--- config.mk ---
export PLATFORM = sky130hd
export DESIGN_NAME = crse_lane
export DESIGN_NICKNAME = d
export VERILOG_FILES = /design/src/rtl/core/assert_macros.svh /design/src/rtl/core/crse_pkg.sv /design/src/rtl/core/crse_lane.sv
export SDC_FILE = /design/constraint.sdc
export NUM_CORES = 2
export LEC_CHECK = 0
export ABC_AREA = 1
export BUFFER_PORTS_ARGS = -buffer_cell sky130_fd_sc_hd__buf_4
export CAP_MARGIN = 10
export CORE_ASPECT_RATIO = 0.6
export CORE_MARGIN = 5
export CORE_UTILIZATION = 50
export DETAILED_ROUTE_END_ITERATION = 10
export HOLD_SLACK_MARGIN = 0.15
export PLACE_DENSITY = 0.78
export SKIP_LAST_GASP = 1
export SYNTH_ARGS = -nofsm -noshare
export SYNTH_HDL_FRONTEND = slang
export SYNTH_SLANG_ARGS = --single-unit
--- constraint.sdc ---
create_clock -name clk -period 10.84 [get_ports clk]
set_clock_uncertainty 0.05 [all_clocks]
set_input_delay 0 -clock clk [delete_from_list [all_inputs] [get_ports clk]]
set_output_delay 0 -clock clk [all_outputs]
set_load 0.05 [all_outputs]
--- src/rtl/core/assert_macros.svh ---
// Assertion helper macros for the spline evaluator core.
// Included by RTL files that carry concurrent checks; no other dependencies.
`ifndef ASSERT_MACROS_SVH
`define ASSERT_MACROS_SVH

// same-cycle implication
`define CRSE_ASSERT_IMP(label, clk, rst, ante, cons) \
  label: assert property (@(posedge clk) disable iff (rst) (ante) |-> (cons)) \
    else $error("spline evaluator check failed");

// next-cycle implication
`define CRSE_ASSERT_NXT(label, clk, rst, ante, cons) \
  label: assert property (@(posedge clk) disable iff (rst) (ante) |=> (cons)) \
    else $error("spline evaluator check failed");

`endif

--- src/rtl/core/crse_pkg.sv ---
// Shared types and constants for the Catmull-Rom spline evaluator.
// No dependencies; imported by crse_lane and the top level.
package crse_pkg;

  localparam int MAX_POINTS = 32;
  localparam int PT_IDX_W   = 5;
  localparam int COUNT_W    = 6;
  localparam int FRAC_W     = 16;
  localparam int POS_W      = 21;
  localparam int COORD_W    = 16;
  localparam int SLOPE_W    = 18;
  localparam int NPTS       = 4;
  localparam int CFG_IDX_W  = 1;
  localparam int CFG_DATA_W = 6;

  typedef logic signed [COORD_W-1:0] coord_t;
  typedef logic signed [SLOPE_W-1:0] slope_t;

  localparam logic KIND_WRITE = 1'b0;
  localparam logic KIND_EVAL  = 1'b1;

  localparam logic [CFG_IDX_W-1:0] CFG_POINT_COUNT = 1'b0;
  localparam logic [CFG_IDX_W-1:0] CFG_LOOP_MODE   = 1'b1;

  localparam logic [COUNT_W-1:0] RESET_POINT_COUNT = 6'd5;
  localparam logic               RESET_LOOP_MODE   = 1'b1;

  typedef enum logic [2:0] {
    ST_IDLE,
    ST_FETCH,
    ST_LAUNCH,
    ST_CALC,
    ST_FINISH
  } state_t;

endpackage

--- src/rtl/core/crse_lane.sv ---
// One coordinate lane: cubic position and slope by Horner steps on one 33x17 multiplier.
// Depends on crse_pkg.
module crse_lane (
  input  logic                        clk,
  input  logic                        rst,
  input  logic                        start,
  input  logic [crse_pkg::FRAC_W-1:0] frac,
  input  crse_pkg::coord_t            pts [crse_pkg::NPTS],
  output logic                        done,
  output crse_pkg::coord_t            pos,
  output crse_pkg::slope_t            slope
);
  import crse_pkg::*;

  localparam int CO_W   = 20;   // s3, s2
  localparam int S1_W   = 17;
  localparam int OP_W   = 33;
  localparam int PROD_W = OP_W + FRAC_W + 1;
  localparam int AD_W   = 40;
  localparam int BH_W   = 26;
  localparam int SA_W   = 25;
  localparam int PA_W   = 43;

  // step names ALO..BHI give the operand fed to the multiplier in that step;
  // accumulation in a step uses the product of the step before
  localparam logic [3:0] STEP_M1   = 4'd0;
  localparam logic [3:0] STEP_AD   = 4'd1;
  localparam logic [3:0] STEP_ALO  = 4'd2;
  localparam logic [3:0] STEP_AHI  = 4'd3;
  localparam logic [3:0] STEP_DLO  = 4'd4;
  localparam logic [3:0] STEP_BLO  = 4'd5;
  localparam logic [3:0] STEP_DHI  = 4'd6;
  localparam logic [3:0] STEP_BHI  = 4'd7;
  localparam logic [3:0] STEP_PEND = 4'd8;
  localparam logic [3:0] STEP_DONE = 4'd9;

  logic                     running;
  logic [3:0]               step;
  logic [FRAC_W-1:0]        f;
  logic signed [CO_W-1:0]   s3, s2;
  logic signed [S1_W-1:0]   s1, k1;
  logic signed [CO_W-1:0]   q0, q1, q2, q3;
  logic signed [CO_W-1:0]   s3_next, s2_next;
  logic signed [S1_W-1:0]   s1_next, k1_next;
  logic signed [OP_W-1:0]   op;
  logic signed [PROD_W-1:0] prod;
  logic signed [AD_W-1:0]   a, d, m1x, s2x;
  logic [15:0]              alf_hi;
  logic [31:0]              b_lo;
  logic signed [BH_W-1:0]   b_hi;
  logic signed [SA_W-1:0]   s_acc;
  logic signed [PA_W-1:0]   p_acc;

  // basis coefficients: s3 = -p0+3p1-3p2+p3, s2 = 2p0-5p1+4p2-p3, s1 = p2-p0, k = 2p1+1
  always_comb begin
    q0 = $signed({{(CO_W-COORD_W){pts[0][COORD_W-1]}}, pts[0]});
    q1 = $signed({{(CO_W-COORD_W){pts[1][COORD_W-1]}}, pts[1]});
    q2 = $signed({{(CO_W-COORD_W){pts[2][COORD_W-1]}}, pts[2]});
    q3 = $signed({{(CO_W-COORD_W){pts[3][COORD_W-1]}}, pts[3]});
    s3_next = (q3 - q0) + (q1 - q2) + ((q1 - q2) <<< 1);
    s2_next = (q0 <<< 1) - (q1 <<< 2) - q1 + (q2 <<< 2) - q3;
    s1_next = $signed({pts[2][COORD_W-1], pts[2]}) - $signed({pts[0][COORD_W-1], pts[0]});
    k1_next = $signed({pts[1], 1'b1});
  end

  always_comb begin
    case (step)
      STEP_M1:  op = $signed({{(OP_W-CO_W){s3[CO_W-1]}}, s3});
      STEP_ALO: op = $signed({1'b0, a[31:0]});
      STEP_AHI: op = $signed({{(OP_W-8){a[AD_W-1]}}, a[AD_W-1:32]});
      STEP_DLO: op = $signed({1'b0, d[31:0]});
      STEP_BLO: op = $signed({1'b0, b_lo});
      STEP_DHI: op = $signed({{(OP_W-8){d[AD_W-1]}}, d[AD_W-1:32]});
      STEP_BHI: op = $signed({{(OP_W-BH_W){b_hi[BH_W-1]}}, b_hi});
      default:  op = '0;
    endcase
  end

  assign m1x = $signed(prod[AD_W-1:0]);
  assign s2x = $signed({{(AD_W-CO_W){s2[CO_W-1]}}, s2});

  always_ff @(posedge clk) begin
    if (rst) begin
      running <= 1'b0;
      step    <= STEP_M1;
    end else if (start) begin
      running <= 1'b1;
      step    <= STEP_M1;
    end else if (running) begin
      step <= step + 4'd1;
      if (step == STEP_DONE) begin
        running <= 1'b0;
      end
    end
  end

  always_ff @(posedge clk) begin
    prod <= op * $signed({1'b0, f});
    if (start) begin
      f  <= frac;
      s3 <= s3_next;
      s2 <= s2_next;
      s1 <= s1_next;
      k1 <= k1_next;
    end else if (running) begin
      case (step)
        STEP_AD: begin
          a <= m1x + (s2x <<< 16);
          d <= m1x + (m1x <<< 1) + (s2x <<< 17);
        end
        STEP_AHI: begin
          alf_hi <= prod[47:32];
          b_lo   <= prod[31:0];
        end
        STEP_DLO: begin
          // B = A*f + s1*2^32, kept as high word and low 32 bits
          b_hi <= $signed(prod[BH_W-1:0]) + $signed({{(BH_W-S1_W){s1[S1_W-1]}}, s1})
                  + $signed({{(BH_W-16){1'b0}}, alf_hi});
        end
        STEP_BLO: begin
          s_acc <= $signed({{(SA_W-16){1'b0}}, prod[47:32]})
                   + $signed({{(SA_W-S1_W){s1[S1_W-1]}}, s1}) + 25'sd1;
        end
        STEP_DHI: begin
          p_acc <= $signed({{(PA_W-16){1'b0}}, prod[47:32]})
                   + ($signed({{(PA_W-S1_W){k1[S1_W-1]}}, k1}) <<< 16);
        end
        STEP_BHI: begin
          s_acc <= s_acc + $signed(prod[SA_W-1:0]);
        end
        STEP_PEND: begin
          p_acc <= p_acc + $signed(prod[PA_W-1:0]);
        end
        default: begin
        end
      endcase
    end
  end

  assign done = running && (step == STEP_DONE);

  // position = p_acc >>> 17, slope = s_acc >>> 1, both saturated
  always_comb begin
    if (p_acc[PA_W-1:32] == {(PA_W-32){p_acc[PA_W-1]}}) begin
      pos = p_acc[32:17];
    end else if (p_acc[PA_W-1]) begin
      pos = {1'b1, {(COORD_W-1){1'b0}}};
    end else begin
      pos = {1'b0, {(COORD_W-1){1'b1}}};
    end
    if (s_acc[SA_W-1:SLOPE_W] == {(SA_W-SLOPE_W){s_acc[SA_W-1]}}) begin
      slope = s_acc[SLOPE_W:1];
    end else if (s_acc[SA_W-1]) begin
      slope = {1'b1, {(SLOPE_W-1){1'b0}}};
    end else begin
      slope = {1'b0, {(SLOPE_W-1){1'b1}}};
    end
  end

endmodule

==> impl_results.md <==
- MaxCap Viol Count: 0
- Syn. warnings: 0
- Layout cells sized above 1: 4.89%
- GPL Wtd Cong: 1.05
- Final period util: 78.6%
- Seq/Total Area, Yosys: 21.0%
- Core Area: 98,000 sq um
- Worst path required time: 11.30 ns
- DP HPWL: 156 mm
- Io pins: 118
- First-pass DRT Iterations: 9
- Hold Crit Class: in -> reg
- Net count after synthesis: 7,351
- Area Overhead vs Synth: 9.79%
- Placed insts: 7,651
- Most frequent cells in the layout: nand2_1 (1,512), inv_1 (1,280), nor2_1 (646), fa_1 (621), ha_1 (382)
- Total GRT Usage: 34.9%
- Crit-path most repeated cell: fa_1
- First-pass GRT wire length: 274 mm
- Top cells by area, synth: fa_1 (25%), edfxtp_1 (19%), nand2_1 (12%), inv_1 (9.8%), ha_1 (9.7%)
- Predominant post-synthesis flop cell: edfxtp_1
- Die Y: 253 microns
- Hold Startpoint: pts[61]
- Die ar.: 105,000 sq um
- Reg-to-reg critical path startpoint: step[2]$_SDFFE_PP0P_
- Root Driver: clkbuf_16
- Clock sinks: 362
- CP max FO: 44
- CP startpoint kind: flop
- Fin Hold WS: 0.178 ns
- CP max stage cell: inv_2
- Status: finished clean
- Max stage delay on crit path: 0.81 ns
- Htree depth: 2
- Mapped Area: 49,200 sq um
- Number of global-route vias before repair: 42.4k
- Clock-pin slew on the worst setup and hold paths: 0.07 ns
- Setup crit end kind: flop
- Final non-filler cell area: 54,000 sq um
- CTS buffer count: 42
- Mapped Cells: 6,265
- Post-route antenna net violation count: 0
- Drt via density: 5.71
- Final setup viols: 0
- Clock Path Buffers: 3
- Most common cell after layout, fill and taps aside: nand2_1
- Critical path startpoint: step[2]$_SDFFE_PP0P_
- Slew of the pin with the lowest slew margin: 1.28 ns
- Worst slew margin: 14.1%
- Fin crit period: 8.52 ns
- Average size of a mapped cell: 7.86 sq um
- DRC: 0
- RSZ-0062 raised after global routing: false
- Crit path DAT: 8.98 ns
- Die width: 415 microns
- DRT iter0 DRCs: 6,212
- Overflow after GRT: 0
- Async SR Flop Fraction: 0%
- Largest net degree at the start of global routing: 55
- Setup bufs post-CTS: 0
- Post-route insts no fill: 7,828
- Clk Latency, worst-skew pair: 0.62 ns
- Initial core utilization: 50.2%
- Rows: 89
- Crit Path Class: reg -> reg
- Drt total wl: 185 mm
- CTS tree: yes
- Seq cells post-synth: 362
- Top cell type by total area after synthesis: fa_1
- Maximum clock frequency: 0.117 GHz
- Final hold vios: 0
- Yosys cell types: 53
- Final nets: 7,562
- Setup_tns: 0 ns
- Total number of vias: 44.7k
- DP Area: 51,700 sq um
- Routed WL per cell: 23.7 microns
- Max-slew violation count: 0
- Area fraction of the dominant cell type after synthesis: 25.3%
- EDFF count, synth: 309
- Initial antenna violation count: 5
- # port buffers: 117
-- routing by layer --
| layer | track usage [%] | up-vias | routed length [microns] |
|---|---|---|---|
| li1 | - | 19969 | - |
| met1 | 54.6 | 21531 | 83200 |
| met2 | 42.8 | 2912 | 64600 |
| met3 | 17.1 | 244 | 33700 |
| met4 | 5.53 | 10 | 3460 |
| met5 | 2.23 | - | 347 |
-- synthesized netlist by cell type (all sizes together), types with 2 or more instances --
library cell / instances
or2: 17
fa: 621
nand4: 73
a221oi: 31
o2111ai: 2
nand3: 251
o21a: 4
clkinv: 4
nand3b: 27
a211oi: 4
o211ai: 5
nor3: 43
nand2: 1524
dfxtp: 53
a21boi: 8
xor2: 124
buf: 36
edfxtp: 309
a22o: 18
o31ai: 6
inv: 1308
a31oi: 11
ha: 382
xnor2: 62
nor4: 14
a21oi: 326
and3: 4
nor2: 652
clkbuf: 62
o21ai: 215
o21bai: 37
a21o: 26
-- state kept, by name, indices dropped and copies added (netlist names) --
register  cells
running       1
prod         48
s_acc        25
s3           19
f            16
d            39
a            40
alf_hi       16
b_lo         32
b_hi         26
step          4
p_acc        43
k1           16
s2           20
s1           17
-- metrics by stage --
stage / util (%) / setup slack (ns)
after floorplan: - / 1.99
after global placement: 52.8 / 2.62
after detailed placement: 52.8 / 2.54
after CTS: 55.1 / 2.60
after global routing: 55.1 / 2.00
final: 55.1 / 2.32
-- layout make-up --
cell class                 count  area (sq um)
antenna                        1          2.50
clock buffer                  53          1140
clock inverter                23           195
fill                        9190         44000
inverter                    1312          4930
multi-input combinational   4493         33500
sequential                   362         10300
tap                         1319          1650
timing repair buffer         265          2240
-- critical path, delay by kind of cell (launching register included) --
| kind | cells | cell delay [ns] |
|---|---|---|
| AOI/OAI and AO/OA | 2 | 0.88 |
| adders and majority gates | 7 | 3.44 |
| buffers and inverters | 7 | 1.38 |
| DFF | 1 | 0.66 |
| and+or+nand+nor | 10 | 2.01 |
-- repair_timing --
action                                 in CTS  in global routing
hold buffers                              100                  0
resized for setup                           0                  0
setup endpoints to repair                   0                  0
endpoints found under the hold margin     106                  0
-- kinds of logic after synthesis --
family          count (synthesis)  share of synthesized area, %
fa+ha+maj                    1003                          35.0
buf+inv                      1410                          10.9
flops                         362                          21.0
xor+xnor                      186                          3.31
simple gates                 2607                          21.6
compound gates                697                          8.15
-- worst paths after layout --
path	endpoint	slack (ns)	cells past startpoint
max reg2reg	prod[33]$_DFF_P_	2.32	26
min	s2[14]$_DFFE_PP_	0.18	5
min reg2reg	p_acc[31]$_DFFE_PP_	0.48	2
max	prod[33]$_DFF_P_	2.32	26
Power is not shown: default switching activity piles up to over one toggle a cycle in this logic, so the estimate is an artifact.
